===== src/hdl/bmrc_pkg.sv =====
// shared types and constants of the bitmap rectangle cover block
`default_nettype none
package bmrc_pkg;

    // widest grid side the fixed field widths allow
    localparam int MAX_SIDE    = 8;
    localparam int MAX_RESULTS = 32;
    localparam int CNT_W       = 6;

    // configuration register indexes
    localparam logic REG_WIDTH  = 1'b0;
    localparam logic REG_HEIGHT = 1'b1;

    typedef enum logic [2:0] {
        S_IDLE,
        S_SCAN,
        S_RIGHT,
        S_DOWN,
        S_MARK,
        S_FLUSH
    } t_state;

endpackage
`default_nettype wire


===== src/hdl/bitmap_rectangle_cover.sv =====
// Covers the occupied cells of a square occupancy bitmap with rectangles in a greedy row-major
// scan. One 64-bit bitmap word is taken while s_tready is high; the block then works on it
// alone and returns one word per rectangle in scan order, tlast on the final one, at most 32
// rectangles; an empty area gives a single word with tuser low. All work runs through one row
// fetch and compare unit under a small sequencer: the scan visits cells one by one, and each
// rectangle adds right steps, down steps, one row clear per row and one rescan; a flush puts out
// the last word. A checkerboard of single cells takes longer than one full rectangle, as every
// rectangle adds its own right, down and clear steps. Words wait in an output register while
// the scan goes on; the sequencer stalls only when a second word is ready before the first was
// taken. The cfg registers must be written over the cfg port only while idle; the block itself
// does not enforce this.
`default_nettype none
module bitmap_rectangle_cover #(
    parameter int GRID_SIDE = 8
) (
    input  wire logic        i_clk,
    input  wire logic        i_rst_n,
    // cfg write port
    input  wire logic        i_cfg_we,
    input  wire logic        i_cfg_idx,
    input  wire logic [3:0]  i_cfg_data,
    // bitmap input
    input  wire logic        s_tvalid,
    output logic             s_tready,
    input  wire logic [63:0] s_tdata,   // cell_mask[63:0]
    // rectangle output
    output logic             m_tvalid,
    input  wire logic        m_tready,
    output logic [15:0]      m_tdata,   // rect_x[2:0], rect_y[5:3], rect_width[9:6],
                                        // rect_height[13:10], zero[15:14]
    output logic [0:0]       m_tuser,   // rect_valid[0]
    output logic             m_tlast    // last_rect
);

    localparam int                 NCELL = GRID_SIDE * GRID_SIDE;
    localparam logic [3:0]         SIDE  = 4'(GRID_SIDE);
    localparam logic [bmrc_pkg::CNT_W-1:0] CNT_MAX = bmrc_pkg::CNT_W'(bmrc_pkg::MAX_RESULTS);

    bmrc_pkg::t_state r_state, n_state;

    logic [3:0]  r_cfg_w, r_cfg_h;
    logic [63:0] r_live, n_live;
    logic [2:0]  r_x, n_x, r_y, n_y;
    logic [2:0]  r_rx, n_rx, r_ry, n_ry;
    logic [3:0]  r_rw, n_rw, r_rh, n_rh;
    logic [3:0]  r_cy, n_cy;
    logic [bmrc_pkg::CNT_W-1:0] r_cnt, n_cnt;
    logic        r_have_pend, n_have_pend;
    logic [2:0]  r_px, n_px, r_py, n_py;
    logic [3:0]  r_pw, n_pw, r_ph, n_ph;
    logic        r_out_valid, n_out_valid;
    logic [2:0]  r_ox, n_ox, r_oy, n_oy;
    logic [3:0]  r_ow, n_ow, r_oh, n_oh;
    logic        r_ov, n_ov, r_ol, n_ol;

    logic [3:0]  w_eff, h_eff;
    logic [63:0] region, clr_mask;
    logic [3:0]  sel_row;
    logic [bmrc_pkg::MAX_SIDE-1:0] row_bits, span;
    logic [15:0] span_wide;
    logic [3:0]  col;
    logic        out_free;

    assign w_eff = (r_cfg_w > SIDE) ? SIDE : r_cfg_w;
    assign h_eff = (r_cfg_h > SIDE) ? SIDE : r_cfg_h;

    // cells inside the area in use
    always_comb begin
        region = '0;
        for (int b = 0; b < NCELL; b++) begin
            region[b] = (4'(b % GRID_SIDE) < w_eff) && (4'(b / GRID_SIDE) < h_eff);
        end
    end

    // shared row fetch: one row of the live map, selected per state
    always_comb begin
        case (r_state)
            bmrc_pkg::S_SCAN:  sel_row = {1'b0, r_y};
            bmrc_pkg::S_RIGHT: sel_row = {1'b0, r_ry};
            default:           sel_row = r_cy;
        endcase
        row_bits = '0;
        for (int k = 0; k < GRID_SIDE; k++) begin
            for (int i = 0; i < GRID_SIDE; i++) begin
                if (sel_row == 4'(k)) begin
                    row_bits[i] = r_live[k * GRID_SIDE + i];
                end
            end
        end
    end

    assign span_wide = ((16'd1 << r_rw) - 16'd1) << r_rx;
    assign span      = span_wide[bmrc_pkg::MAX_SIDE-1:0];
    assign col       = {1'b0, r_rx} + r_rw;

    always_comb begin
        clr_mask = '0;
        for (int b = 0; b < NCELL; b++) begin
            clr_mask[b] = (r_cy == 4'(b / GRID_SIDE)) && span[b % GRID_SIDE];
        end
    end

    assign out_free = !r_out_valid || m_tready;

    always_comb begin
        n_state     = r_state;
        n_live      = r_live;
        n_x         = r_x;
        n_y         = r_y;
        n_rx        = r_rx;
        n_ry        = r_ry;
        n_rw        = r_rw;
        n_rh        = r_rh;
        n_cy        = r_cy;
        n_cnt       = r_cnt;
        n_have_pend = r_have_pend;
        n_px        = r_px;
        n_py        = r_py;
        n_pw        = r_pw;
        n_ph        = r_ph;
        n_out_valid = r_out_valid && !m_tready;
        n_ox        = r_ox;
        n_oy        = r_oy;
        n_ow        = r_ow;
        n_oh        = r_oh;
        n_ov        = r_ov;
        n_ol        = r_ol;
        s_tready    = 1'b0;

        case (r_state)
            bmrc_pkg::S_IDLE: begin
                s_tready = 1'b1;
                if (s_tvalid) begin
                    n_live      = s_tdata & region;
                    n_x         = '0;
                    n_y         = '0;
                    n_cnt       = '0;
                    n_have_pend = 1'b0;
                    if (w_eff == 4'd0 || h_eff == 4'd0) begin
                        n_state = bmrc_pkg::S_FLUSH;
                    end else begin
                        n_state = bmrc_pkg::S_SCAN;
                    end
                end
            end
            bmrc_pkg::S_SCAN: begin
                if (row_bits[r_x]) begin
                    if (r_have_pend) begin
                        // next rectangle found: the pending one is not the last,
                        // unless the result limit is reached
                        if (out_free) begin
                            n_out_valid = 1'b1;
                            n_ox        = r_px;
                            n_oy        = r_py;
                            n_ow        = r_pw;
                            n_oh        = r_ph;
                            n_ov        = 1'b1;
                            n_ol        = (r_cnt == CNT_MAX);
                            n_have_pend = 1'b0;
                            if (r_cnt == CNT_MAX) begin
                                n_state = bmrc_pkg::S_IDLE;
                            end else begin
                                n_state = bmrc_pkg::S_RIGHT;
                                n_rx    = r_x;
                                n_ry    = r_y;
                                n_rw    = 4'd1;
                            end
                        end
                    end else begin
                        n_state = bmrc_pkg::S_RIGHT;
                        n_rx    = r_x;
                        n_ry    = r_y;
                        n_rw    = 4'd1;
                    end
                end else if (({1'b0, r_x} + 4'd1) == w_eff) begin
                    n_x = '0;
                    if (({1'b0, r_y} + 4'd1) == h_eff) begin
                        n_state = bmrc_pkg::S_FLUSH;
                    end else begin
                        n_y = r_y + 3'd1;
                    end
                end else begin
                    n_x = r_x + 3'd1;
                end
            end
            bmrc_pkg::S_RIGHT: begin
                if (col < w_eff && row_bits[col[2:0]]) begin
                    n_rw = r_rw + 4'd1;
                end else begin
                    n_state = bmrc_pkg::S_DOWN;
                    n_cy    = {1'b0, r_ry} + 4'd1;
                    n_rh    = 4'd1;
                end
            end
            bmrc_pkg::S_DOWN: begin
                if (r_cy < h_eff && (row_bits & span) == span) begin
                    n_rh = r_rh + 4'd1;
                    n_cy = r_cy + 4'd1;
                end else begin
                    n_state = bmrc_pkg::S_MARK;
                    n_cy    = {1'b0, r_ry};
                end
            end
            bmrc_pkg::S_MARK: begin
                n_live = r_live & ~clr_mask;
                if (r_cy == ({1'b0, r_ry} + r_rh - 4'd1)) begin
                    n_state     = bmrc_pkg::S_SCAN;
                    n_have_pend = 1'b1;
                    n_px        = r_rx;
                    n_py        = r_ry;
                    n_pw        = r_rw;
                    n_ph        = r_rh;
                    n_cnt       = r_cnt + bmrc_pkg::CNT_W'(1);
                end else begin
                    n_cy = r_cy + 4'd1;
                end
            end
            bmrc_pkg::S_FLUSH: begin
                if (out_free) begin
                    n_out_valid = 1'b1;
                    n_ol        = 1'b1;
                    n_have_pend = 1'b0;
                    n_state     = bmrc_pkg::S_IDLE;
                    if (r_have_pend) begin
                        n_ox = r_px;
                        n_oy = r_py;
                        n_ow = r_pw;
                        n_oh = r_ph;
                        n_ov = 1'b1;
                    end else begin
                        n_ox = '0;
                        n_oy = '0;
                        n_ow = '0;
                        n_oh = '0;
                        n_ov = 1'b0;
                    end
                end
            end
            default: begin
                n_state = bmrc_pkg::S_IDLE;
            end
        endcase
    end

    always_ff @(posedge i_clk) begin
        if (!i_rst_n) begin
            r_state     <= bmrc_pkg::S_IDLE;
            r_have_pend <= 1'b0;
            r_out_valid <= 1'b0;
            r_cnt       <= '0;
            r_cfg_w     <= 4'd8;
            r_cfg_h     <= 4'd8;
        end else begin
            r_state     <= n_state;
            r_have_pend <= n_have_pend;
            r_out_valid <= n_out_valid;
            r_cnt       <= n_cnt;
            if (i_cfg_we && i_cfg_idx == bmrc_pkg::REG_WIDTH) begin
                r_cfg_w <= i_cfg_data;
            end
            if (i_cfg_we && i_cfg_idx == bmrc_pkg::REG_HEIGHT) begin
                r_cfg_h <= i_cfg_data;
            end
        end
    end

    always_ff @(posedge i_clk) begin
        r_live <= n_live;
        r_x    <= n_x;
        r_y    <= n_y;
        r_rx   <= n_rx;
        r_ry   <= n_ry;
        r_rw   <= n_rw;
        r_rh   <= n_rh;
        r_cy   <= n_cy;
        r_px   <= n_px;
        r_py   <= n_py;
        r_pw   <= n_pw;
        r_ph   <= n_ph;
        r_ox   <= n_ox;
        r_oy   <= n_oy;
        r_ow   <= n_ow;
        r_oh   <= n_oh;
        r_ov   <= n_ov;
        r_ol   <= n_ol;
    end

    assign m_tvalid = r_out_valid;
    assign m_tdata  = {2'b00, r_oh, r_ow, r_oy, r_ox};
    assign m_tuser  = r_ov;
    assign m_tlast  = r_ol;

    // rectangle count never passes the result limit
    a_cnt_limit: assert property (@(posedge i_clk) disable iff (!i_rst_n)
        r_cnt <= CNT_MAX)
        else $error("rectangle count beyond limit");

    // a rectangle being grown or cleared stays inside the used columns
    a_rect_inside: assert property (@(posedge i_clk) disable iff (!i_rst_n)
        (r_state == bmrc_pkg::S_DOWN || r_state == bmrc_pkg::S_MARK)
        |-> (r_rw != 4'd0 && col <= w_eff))
        else $error("rectangle outside used columns");

    // no live cell outside the area in use while a bitmap is worked on
    a_live_region: assert property (@(posedge i_clk) disable iff (!i_rst_n)
        (r_state != bmrc_pkg::S_IDLE) |-> ((r_live & ~region) == 64'd0))
        else $error("live cell outside area");

    // the flush puts out a final word and ends the bitmap
    a_flush_last: assert property (@(posedge i_clk) disable iff (!i_rst_n)
        (r_state == bmrc_pkg::S_FLUSH && out_free)
        |=> (r_out_valid && r_ol && r_state == bmrc_pkg::S_IDLE && !r_have_pend))
        else $error("flush did not end bitmap");

    // a word with the empty marking is always the final one
    a_empty_last: assert property (@(posedge i_clk) disable iff (!i_rst_n)
        (r_out_valid && !r_ov) |-> (r_ol && r_ow == 4'd0 && r_oh == 4'd0))
        else $error("empty result not final");

endmodule
`default_nettype wire

===== config.mk =====
export PLATFORM = sky130hd
export DESIGN_NAME = bitmap_rectangle_cover
export DESIGN_NICKNAME = d
export VERILOG_FILES = /design/src/hdl/bmrc_pkg.sv /design/src/hdl/bitmap_rectangle_cover.sv
export SDC_FILE = /design/constraint.sdc
export NUM_CORES = 1
export LEC_CHECK = 0
export BUFFER_PORTS_ARGS = -buffer_cell sky130_fd_sc_hd__buf_2
export CORE_AREA = 5 5 186 152
export CTS_BUF_LIST = sky130_fd_sc_hd__clkbuf_2 sky130_fd_sc_hd__clkbuf_4 sky130_fd_sc_hd__clkbuf_8
export DETAILED_ROUTE_END_ITERATION = 6
export DIE_AREA = 0 0 191 157
export GPL_ROUTABILITY_DRIVEN = 0
export GPL_TIMING_DRIVEN = 0
export PLACE_DENSITY = 0.53
export SYNTH_ARGS = -nofsm -noshare
export SYNTH_HDL_FRONTEND = slang
export SYNTH_SLANG_ARGS = --single-unit

===== constraint.sdc =====
create_clock -name i_clk -period 9.2 [get_ports i_clk]
set_clock_uncertainty 0.2 [all_clocks]
set_input_delay 1.84 -clock i_clk [delete_from_list [all_inputs] [get_ports i_clk]]
set_output_delay 1.84 -clock i_clk [all_outputs]
set_load 0.005 [all_outputs]

==> results of run 1 <==
[power groups by stage]
stage / sequential [W] / clock [W] / combinational [W]
floorplan: 0.00106 / 0 / 0.00148
global placement: 0.00116 / 0 / 0.00206
detailed placement: 0.00115 / 0 / 0.00208
CTS: 0.00114 / 0.000525 / 0.00209
global route: 0.00117 / 0.000551 / 0.00232
finish: 0.00115 / 0.000518 / 0.00215
[path summary, 6_finish.rpt]
path	startpoint	to	slack [ns]
min reg2reg	r_rw[3]	r_pw[3]	0.28
min	r_rw[3]	r_pw[3]	0.28
max reg2reg	r_rw[2]	r_rh[0]	4.14
max	r_rw[2]	r_rh[0]	4.14
[worst max-delay path: cells and delay by family, from the launching register on]
| family | cells | cell delay (ns) |
|---|---|---|
| AND/OR/NAND/NOR | 5 | 1.12 |
| buffers and inverters | 2 | 0.67 |
| multiplexers | 1 | 0.16 |
| adder cells (fa/ha/maj) | 1 | 0.14 |
| flip-flops | 1 | 0.53 |
| AO/OA/AOI/OAI | 6 | 1.91 |
[cells in the final DEF, fill, tap and decap left out, drive strengths merged, types with 5 or more instances in the layout]
cell type / instances
a21o: 8
or3: 5
a21oi: 41
or2: 6
nand2b: 12
clkinv: 5
o311ai: 7
and2: 5
inv: 40
o211ai: 41
nor3: 25
o32a: 5
and3: 9
buf: 115
ha: 30
edfxtp: 118
nand4: 31
nand2: 117
nand3: 80
a211oi: 11
clkbuf: 56
o22ai: 6
mux2i: 8
o21ai: 100
xnor2: 13
nor2b: 23
o31a: 5
nor2: 54
nand3b: 5
a32oi: 6
o21a: 7
dfxtp: 19
xor2: 13
[kinds of logic after synthesis]
group / count (synthesis) / synth area share
AND/OR/NAND/NOR: 393 / 0.222
AO/OA/AOI/OAI: 282 / 0.213
flip-flops: 137 / 0.437
buffers and inverters: 95 / 0.0449
adder cells (fa/ha/maj): 32 / 0.0463
XOR/XNOR: 26 / 0.0254
multiplexers: 10 / 0.0114
other: 1 / 0.000418
[stage by stage]
step / hold slack [ns] / utilization
after floorplan: 0.224 / -
after global placement: 0.270 / 0.379
after detailed placement: 0.278 / 0.381
after CTS: 0.299 / 0.396
after global routing: 0.307 / 0.396
final: 0.277 / 0.396
[routing by layer]
layer / wire, um / GRT usage / up-vias
li1: - / - / 3932
met1: 15700 / 0.336 / 4074
met2: 12900 / 0.293 / 481
met3: 3310 / 0.0468 / 63
met4: 696 / 0.0468 / 0
met5: 0 / 0 / -
[sequential cells by signal, indices dropped and copies added, names as in the netlist, 4 cells and up]
register and count:
r_cfg_w 4, r_pw 4, r_ph 4, r_rh 4
r_oh 4, r_live 64, r_ow 4, r_cnt 6
r_rw 4, r_cfg_h 4, r_cy 4
[area by class of cell]
cell class,instances,share of cell area
inverters,33,0.0120
flip-flops and latches,137,0.380
multi-input cells,745,0.453
clock inverters,15,0.0155
clock buffers,17,0.0227
well taps,357,0.0433
plain buffers,62,0.0270
repair buffers,92,0.0468
==> results by group, run 1 <==
Synth
  • Synth area leader: edfxtp_1
  • Yosys top cell area share: 0.395
  • Main synth FF type: edfxtp_1
  • Sequential cell area fraction in the yosys report: 0.437
  • Mapped Cells: ~980
  • Synth top area cells: edfxtp_1 (39%), o21ai_0 (5.2%), nand2_1 (4.8%)
  • Synth Register Bits: 137
  • Share of flip-flops with an asynchronous set or reset: 0
  • Synthesized area per cell: a little over 9 um2
  • Post-synth cell types: 83
  • Synth Cell Area: approximately 9000 um2
  • Warnings, synthesis: 0
  • Post-synth EDFFs: 118
  • Top-count cell post-synth: edfxtp_1
  • Most frequent cells after synthesis: edfxtp_1 (118), nand2_1 (116), o21ai_0 (94), nand3_1 (80), nor2_1 (53)

Placement
  • Dpl cells: between 1000 and 1500
  • Place WS: roughly 4.2 ns
  • Port bufs: 91
  • DP Wirelength: approximately 24000 um
  • Placed instance area: around 9900 um2

Timing
  • F_max: approximately 200 MHz
  • Setup violators final: 0
  • RSZ-0062 raised after global routing: no
  • Slew Limit Headroom: 0.153
  • Final number of max-transition violations: 0
  • Final TNS setup: 0 ns
  • Post-layout minimum cycle time: 5.06 ns
  • Fin. Hold Viols: 0
  • Tcrit/Tclk final: 0.549
  • Setup ws final: ~4.1 ns
  • Worst-margin pin slew: between 1 and 1.5 ns

Clock network
  • Num CTS Buffers: 17
  • Bufs on Longest Clock Path: 2
  • CTS Hold Bufs: 0
  • H-tree depth: 4
  • CTS Root Cell: clkbuf_8
  • CTS clock-pin slew for the worst setup and hold paths: roughly 0.10 ns
  • Clk_lat worst skew: ~0.47 ns
  • Post-CTS setup buffer count: 0
  • CTS tree: done
  • Clk sink count: around 140
  • # resized after CTS: 0

Route
  • Via density: slightly below 6
  • Vias after detailed routing: about 8600
  • Routed wire length: approximately 33000 um
  • Iter 0 DRT Violations: 1100
  • Iteration count of the initial detailed-routing pass: 5
  • WL per Instance: 22.3 um
  • Antenna viol nets, final: 0
  • Drc violations: 0

Setup path
  • Critical Path RT: ~9.1 ns
  • Crit-path most repeated cell: a21oi_1
  • CP cell instances: clkbuf_1, nor2_1, nand2_1, ha_1, clkbuf_1, nand2b_1, mux2i_1, a21oi_1, a21oi_1, a21oi_1, a21oi_1, a2111oi_0, and4bb_2, o21ai_0, nor2_1
  • Crit end category: flop
  • Worst Path Max Fanout: 10
  • Kind of critical path: flop to flop
  • R2R cell count: 15
  • Startpoint types: flop
  • Critical path arrival: about 5 ns
  • CP max stage cell: a21oi_1
  • Critical Path Max Stage Delay: 0.97 ns

Min path
  • Worst hold stages: 0
  • Min-delay worst type: flop to flop

Layout
  • Final nets: around 1200
  • Ant. Diodes: 0
  • Final Cell Area: between 10000 and 15000 um2
  • Synth-to-Final Area Change: 14.9%
  • Area of the multi-input gates: between 4000 and 5000 um2
  • Post-Layout Cell Count: around 1500
  • Layout cells sized above 1: 0.153
  • FF/Latch Area: 3920 um2
  • Fill cells: ~2600

Power and ir drop
  • Internal: roughly 0.0019 W
  • Peak VDD IR: between 150 and 200 uV
  • Comb pwr share: 0.563
  • Pleak: between 3 and 4 nW
  • Total design power: 0.00382 W
  • Clock Power Share: 0.135
  • Sequential share of power: 0.302
  • Switching share of power: 0.501
  • Pwr Density: 371 nW/um2
  • Switching pwr: roughly 0.0019 W

GRT
  • Largest net degree at the start of global routing: 50
  • Tot GR Track Use: 0.213
  • Grt ovf: 0
  • Vias in the first global route: ~7900
  • First-pass GRT wire length: a little under 50000 um
  • Initial antenna violation count: 0

Die
  • Chip Height: between 150 and 200 um
  • Die width: between 150 and 200 um
  • Ports: 94
  • Die Area: 30000 um2
  • Initial core utilization: 0.345
  • Core area: 26100 um2
  • Rows: 53

Flow run
  • Max_cap viols: 0

Status
  • Status: finished clean
(Power assumes the default switching activity.)
==> run 2, diff against run 1 <==
- clock period: 9.2 -> 4.9 ns (I/O delays scaled with it)
==> run 2 against run 1 <==
Worst hold slack about the same; critical path depth down 2; utilization up 0.096 points; routed wire length up 0.17%; total power up 89%.
==> results by group, run 2 (synthesized netlist as in run 1, its figures left out) <==
Layout
  • Finished Core Util: 0.397 (was 0.396)
  • Final Cell Area: 10300 um2 (about the same)
  • Final nets: 1194 (unchanged)
  • Largest register FFs: 64 (unchanged)
  • Ant. Diodes: 0 (unchanged)
  • Synth-to-Final Area Change: 15.2% (was 14.9%)
  • Biggest regs: r_live: 64 flops, r_cnt: 6 flops (unchanged)
  • Layout cells sized above 1: 0.156 (was 0.153)
  • Reg with most FFs: r_live (unchanged)
  • Most common library cell in the layout ignoring fill and taps: edfxtp_1 (unchanged)
  • Commonest cells after routing, fill and taps aside: edfxtp_1 (118), nand2_1 (116), buf_2 (101) (unchanged)

Setup path
  • Kind of critical path: flop to flop (unchanged)
  • Reg2reg end: r_oh[3] (was r_rh[0])
  • Crit end category: flop (unchanged)
  • R2R Setup Slk: 0.30 ns (was 4.14 ns)
  • Worst Path Max Fanout: 16 (was 10)
  • Crit-path most repeated cell: buf_2 (was a21oi_1)
  • Startpoint types: flop (unchanged)
  • Reg-to-Reg Start: r_state[0] (was r_rw[2])
  • CP cell instances: buf_2, nor2_1, a31oi_1, buf_2, buf_2, a21oi_1, a2111oi_0, o32a_1, o32ai_1, o2111a_1, nor3b_1, o21ai_0, nor2_2 (was clkbuf_1, nor2_1, nand2_1, ha_1, clkbuf_1, nand2b_1, mux2i_1, a21oi_1, a21oi_1, a21oi_1, a21oi_1, a2111oi_0, and4bb_2, o21ai_0, nor2_1)
  • Critical path arrival: 4.50 ns (was 4.99 ns)
  • CP max stage cell: nor2_2 (was a21oi_1)
  • R2R cell count: 13 (was 15)
  • Critical Path Max Stage Delay: 0.65 ns (was 0.97 ns)
  • Critical Path RT: 4.80 ns (was 9.13 ns)

Die
  • Initial core utilization: 0.345 (unchanged)
  • Rows: 53 (unchanged)
  • Core area: 26100 um2 (unchanged)
  • Chip Height: 157 um (unchanged)
  • Die Area: 30000 um2 (unchanged)
  • Die width: 191 um (unchanged)
  • Ports: 94 (unchanged)

Clock network
  • Clk_lat worst skew: 0.47 ns (about the same)
  • CTS tree: done (unchanged)
  • Bufs on Longest Clock Path: 2 (unchanged)
  • Clk sink count: 137 (unchanged)
  • CTS Hold Bufs: 0 (unchanged)
  • CTS clock-pin slew for the worst setup and hold paths: 0.10 ns (about the same)
  • CTS Root Cell: clkbuf_8 (unchanged)
  • H-tree depth: 4 (unchanged)
  • Num CTS Buffers: 17 (unchanged)

Timing
  • RSZ-0062 raised after global routing: no (unchanged)
  • Slew Limit Headroom: 0.288 (was 0.153)
  • Post-layout minimum cycle time: 4.60 ns (was 5.06 ns)
  • F_max: 217 MHz (was 198 MHz)
  • Setup ws final: 0.300 ns (was 4.14 ns)
  • Worst-margin pin slew: 1.04 ns (was 1.27 ns)
  • Final number of max-transition violations: 0 (unchanged)
  • Setup violators final: 0 (unchanged)
  • Fin. Hold Viols: 0 (unchanged)
  • Tcrit/Tclk final: 0.939 (was 0.549)

Route
  • Via density: 5.81 (was 5.86)
  • Routed wire length: 32600 um (about the same)
  • Iter 0 DRT Violations: 1007 (was 1100)
  • Drc violations: 0 (unchanged)
  • Antenna viol nets, final: 0 (unchanged)
  • Iteration count of the initial detailed-routing pass: 6 (was 5)
  • Vias after detailed routing: 8466 (was 8550)
  • WL per Instance: 22.4 um (was 22.3 um)

Power and ir drop
  • Pleak: 3.84 nW (about the same)
  • Total design power: 0.00724 W (was 0.00382 W)
  • Peak VDD IR: 288 uV (was 150 uV)
  • Pwr Density: 700 nW/um2 (was 371 nW/um2)

GRT
  • Largest net degree at the start of global routing: 50 (unchanged)
  • Tot GR Track Use: 0.213 (about the same)
  • Grt ovf: 0 (unchanged)
  • First-pass GRT wire length: 48600 um (about the same)
  • Vias in the first global route: 7894 (was 7886)
  • Initial antenna violation count: 0 (unchanged)

Min path
  • Min-delay worst type: flop to flop (unchanged)
  • Worst hold stages: 0 (unchanged)
  • Hold endpoint: r_pw[3] (unchanged)
  • Hold Crit Start: r_rw[3] (unchanged)

Flow run
  • Max_cap viols: 0 (unchanged)

Placement
  • DP Wirelength: 24500 um (unchanged)
  • Placed instance area: 9920 um2 (unchanged)
  • Place WS: -0.0637 ns (was 4.24 ns)
  • Port bufs: 91 (unchanged)

Status
  • Status: finished clean (unchanged)
## run 2: changes by cell type in the layout (fill, tap and decap cells not counted), sizes merged
| cell | previous run | this run |
|---|---|---|
| buf | 115 | 116 |
| clkbuf | 56 | 55 |
## run 2: cell type report
type / count / area (um2)
buffer: 61 / 275
clock buffer: 17 / 234
clock inverter: 15 / 160
fill: 2646 / 15700
inverter: 33 / 124
multi-input combinational: 745 / 4690
sequential: 137 / 3920
tap: 357 / 447
timing repair buffer: 93 / 490
## run 2: critical path: cells and delay by family (launching register included)
family                 cells  cell delay, ns
flip-flops                 1            0.40
buffers and inverters      3            0.81
AO/OA/AOI/OAI              7            1.87
AND/OR/NAND/NOR            3            0.94
## run 2: stage by stage
step	setup TNS [ns]	std cells	hold slack [ns]
3_5_place_dp	-0.711	1426	0.278
6_report	0	1458	0.278
3_3_place_gp	-1.05	1425	0.270
2_1_floorplan	0	977	0.224
4_1_cts	0	1458	0.299
5_1_grt	0	1458	0.307
## run 2: how the worst max path moves through the flow
stage          startpoint      end  slack (ns)  cells after the start
6_report       r_state[0]  r_oh[3]        0.30                     13
5_1_grt        r_state[0]  r_oh[3]       0.008                     13
4_1_cts           r_rw[0]  r_rh[0]        0.05                     15
3_5_place_dp      r_rw[0]  r_rh[2]       -0.06                     16
3_3_place_gp      r_rw[0]  r_rh[2]       -0.14                     16
2_1_floorplan     r_rw[1]  r_rh[0]        1.07                     16
## run 2: layer usage
metal	vias to the layer above	wire [um]	track usage
met5	-	0	0
met4	0	608	0.0468
met3	54	3120	0.0483
met2	432	13000	0.294
met1	4063	15900	0.335
li1	3917	-	-
## run 2: power by group
group / total (W) / switching (W) / internal (W) / leakage, nW
Combinational: 0.00410 / 0.00269 / 0.00141 / 2.38
Sequential: 0.00216 / 0.000390 / 0.00177 / 1.27
Clock: 0.000976 / 0.000554 / 0.000423 / 0.194
## run 2: repair_timing
item | in CTS | in global routing
pin swaps | 0 | 1
buffers inserted | 0 | 1
cloned | 0 | 0
setup endpoints to repair | 20 | 10
gates resized for setup | 3 | 3
==> run 3, diff against run 2 <==
- PLACE_DENSITY: 0.53 -> not set
==> run 3 against run 2 <==
Sequential power about the same; cell area about the same; routed wire length decreased by 2.8%; critical path type unchanged; worst setup slack got worse by 0.059 ns; largest cell class unchanged; cell count unchanged; critical path depth decreased by 2; sequential cell count unchanged; combinational power about the same; non-clock buffer count unchanged; via count increased by 0.92%; highest routed layer unchanged; global-route usage decreased by 0.55 points; register-to-register slack got worse by 0.06 ns.
==> results by group, run 3 (synthesized netlist as in run 1, its figures left out) <==
Status
  • Status: finished clean (unchanged)

GRT
  • Initial antenna violation count: 0 (unchanged)
  • First-pass GRT wire length: 47200 um (was 48600 um)
  • Vias in the first global route: 7898 (was 7894)
  • Grt ovf: 0 (unchanged)
  • Tot GR Track Use: 0.207 (was 0.213)
  • Largest net degree at the start of global routing: 63 (was 50)

Setup path
  • Startpoint types: flop (unchanged)
  • Critical Path Max Stage Delay: 0.94 ns (was 0.65 ns)
  • Worst Path Max Fanout: 16 (unchanged)
  • CP max stage cell: a2111oi_0 (was nor2_2)
  • Critical Path RT: 4.81 ns (was 4.80 ns)
  • CP cell instances: xnor2_1, buf_6, o21ai_2, nand3_1, a2111oi_0, a221o_1, a41o_1, a221oi_4, nor3b_1, o21ai_0, nor2_2 (was buf_2, nor2_1, a31oi_1, buf_2, buf_2, a21oi_1, a2111oi_0, o32a_1, o32ai_1, o2111a_1, nor3b_1, o21ai_0, nor2_2)
  • Critical path arrival: 4.57 ns (was 4.50 ns)
  • Kind of critical path: flop to flop (unchanged)
  • Crit end category: flop (unchanged)

Layout
  • Synth-to-Final Area Change: 15.1% (was 15.2%)
  • Finished Core Util: 0.397 (about the same)
  • Commonest cells after routing, fill and taps aside: edfxtp_1 (118), nand2_1 (116), buf_2 (101) (unchanged)
  • Fill cells: 2666 (was 2646)
  • Final nets: 1194 (unchanged)
  • Ant. Diodes: 0 (unchanged)
  • Post-Layout Cell Count: 1458 (unchanged)
  • Biggest regs: r_live: 64 flops, r_cnt: 6 flops (unchanged)
  • Largest register FFs: 64 (unchanged)
  • Reg with most FFs: r_live (unchanged)
  • Layout cells sized above 1: 0.155 (was 0.156)
  • Most common library cell in the layout ignoring fill and taps: edfxtp_1 (unchanged)

Placement
  • DP Wirelength: 23700 um (was 24500 um)
  • Dpl cells: 1426 (unchanged)
  • Port bufs: 91 (unchanged)
  • Place WS: -0.180 ns (was -0.0637 ns)

Route
  • Drc violations: 0 (unchanged)
  • WL per Instance: 21.8 um (was 22.4 um)
  • Via density: 5.86 (was 5.81)
  • Vias after detailed routing: 8544 (was 8466)
  • Iteration count of the initial detailed-routing pass: 6 (unchanged)
  • Routed wire length: 31700 um (was 32600 um)
  • Iter 0 DRT Violations: 1238 (was 1007)
  • Antenna viol nets, final: 0 (unchanged)

Die
  • Rows: 53 (unchanged)
  • Core area: 26100 um2 (unchanged)
  • Initial core utilization: 0.345 (unchanged)
  • Chip Height: 157 um (unchanged)
  • Die width: 191 um (unchanged)
  • Ports: 94 (unchanged)
  • Die Area: 30000 um2 (unchanged)

Clock network
  • CTS clock-pin slew for the worst setup and hold paths: 0.08 ns (was 0.10 ns)
  • CTS Hold Bufs: 0 (unchanged)
  • Bufs on Longest Clock Path: 2 (unchanged)
  • H-tree depth: 4 (unchanged)
  • Clk sink count: 137 (unchanged)
  • CTS tree: done (unchanged)
  • Clk_lat worst skew: 0.48 ns (was 0.47 ns)
  • CTS Root Cell: clkbuf_8 (unchanged)
  • Num CTS Buffers: 17 (unchanged)

Timing
  • Slew Limit Headroom: 0.347 (was 0.288)
  • Post-layout minimum cycle time: 4.66 ns (was 4.60 ns)
  • Setup ws final: 0.241 ns (was 0.300 ns)
  • Tcrit/Tclk final: 0.951 (was 0.939)
  • F_max: 215 MHz (was 217 MHz)
  • Final number of max-transition violations: 0 (unchanged)
  • RSZ-0062 raised after global routing: no (unchanged)
  • Setup violators final: 0 (unchanged)
  • Worst-margin pin slew: 0.955 ns (was 1.04 ns)
  • Final hold slack: 0.272 ns (was 0.278 ns)
  • Fin. Hold Viols: 0 (unchanged)

Power and ir drop
  • Pleak: 3.84 nW (about the same)
  • Pwr Density: 694 nW/um2 (was 700 nW/um2)
  • Peak VDD IR: 274 uV (was 288 uV)

Flow run
  • Max_cap viols: 0 (unchanged)

Min path
  • Min-delay worst type: flop to flop (unchanged)
==> run 3: cell types whose count changed in the layout (fill, tap and decap cells not counted), moves of 2 or more <==
cell        before  now
inv_6            5    1
clkbuf_4         0    2
inv_8            3    0
clkinv_2         0    2
clkinvlp_4       2    4
==> run 3: path summary, 6_finish.rpt <==
kind | startpoint | to | depth (start not counted) | slack (ns)
worst max-delay path | r_state[1] | r_ow[3] | 11 | 0.24
worst min-delay path | r_rw[3] | r_pw[3] | 0 | 0.27
worst max register to register | r_state[1] | r_ow[3] | 11 | 0.24
worst min register to register | r_rw[3] | r_pw[3] | 0 | 0.27
==> run 3: final cells by class <==
cell class / count / area, um2 / share of cell area
buffer: 61 / 275 / 0.0266
multi-input combinational: 745 / 4690 / 0.454
clock inverter: 12 / 125 / 0.0121
clock buffer: 20 / 263 / 0.0254
sequential: 137 / 3920 / 0.380
timing repair buffer: 93 / 490 / 0.0474
inverter: 33 / 124 / 0.0120
tap: 357 / 447 / 0.0432
==> run 3: per-stage QoR <==
stage / cell area [um2] / setup TNS, ns / total power, W
final: 10300 / 0 / 0.00717
after global routing: 10300 / 0 / 0.00754
after CTS: 10300 / 0 / 0.00701
after detailed placement: 9920 / -0.720 / 0.00602
after global placement: 9890 / -0.386 / 0.00598
after floorplan: 8980 / 0 / 0.00475
==> run 3: critical path: cells and delay by family (launching register included) <==
family	cells	cell delay [ns]
buf+inv	1	0.17
compound gates	6	1.98
xor+xnor	1	0.13
flops	1	0.41
simple gates	3	1.37
==> run 3: timing repair <==
| item | in CTS | in global routing |
|---|---|---|
| endpoints found under the setup margin | 5 | 5 |
| gates resized for setup | 2 | 2 |
| setup buffers | 0 | 1 |
| pin swaps | 0 | 1 |
==> run 3: metal layers <==
metal,track usage,part of all wire,vias to the layer above
li1,-,-,3916
met1,0.315,0.46,4106
met2,0.292,0.41,479
met3,0.0543,0.11,43
met4,0.0503,0.017,0
met5,0,0,-
==> run 3: report_power, final <==
group	switching (W)	internal [W]	total, W
Sequential	0.000368	0.00177	0.00214
Combinational	0.00267	0.00140	0.00407
Clock	0.000489	0.000473	0.000962
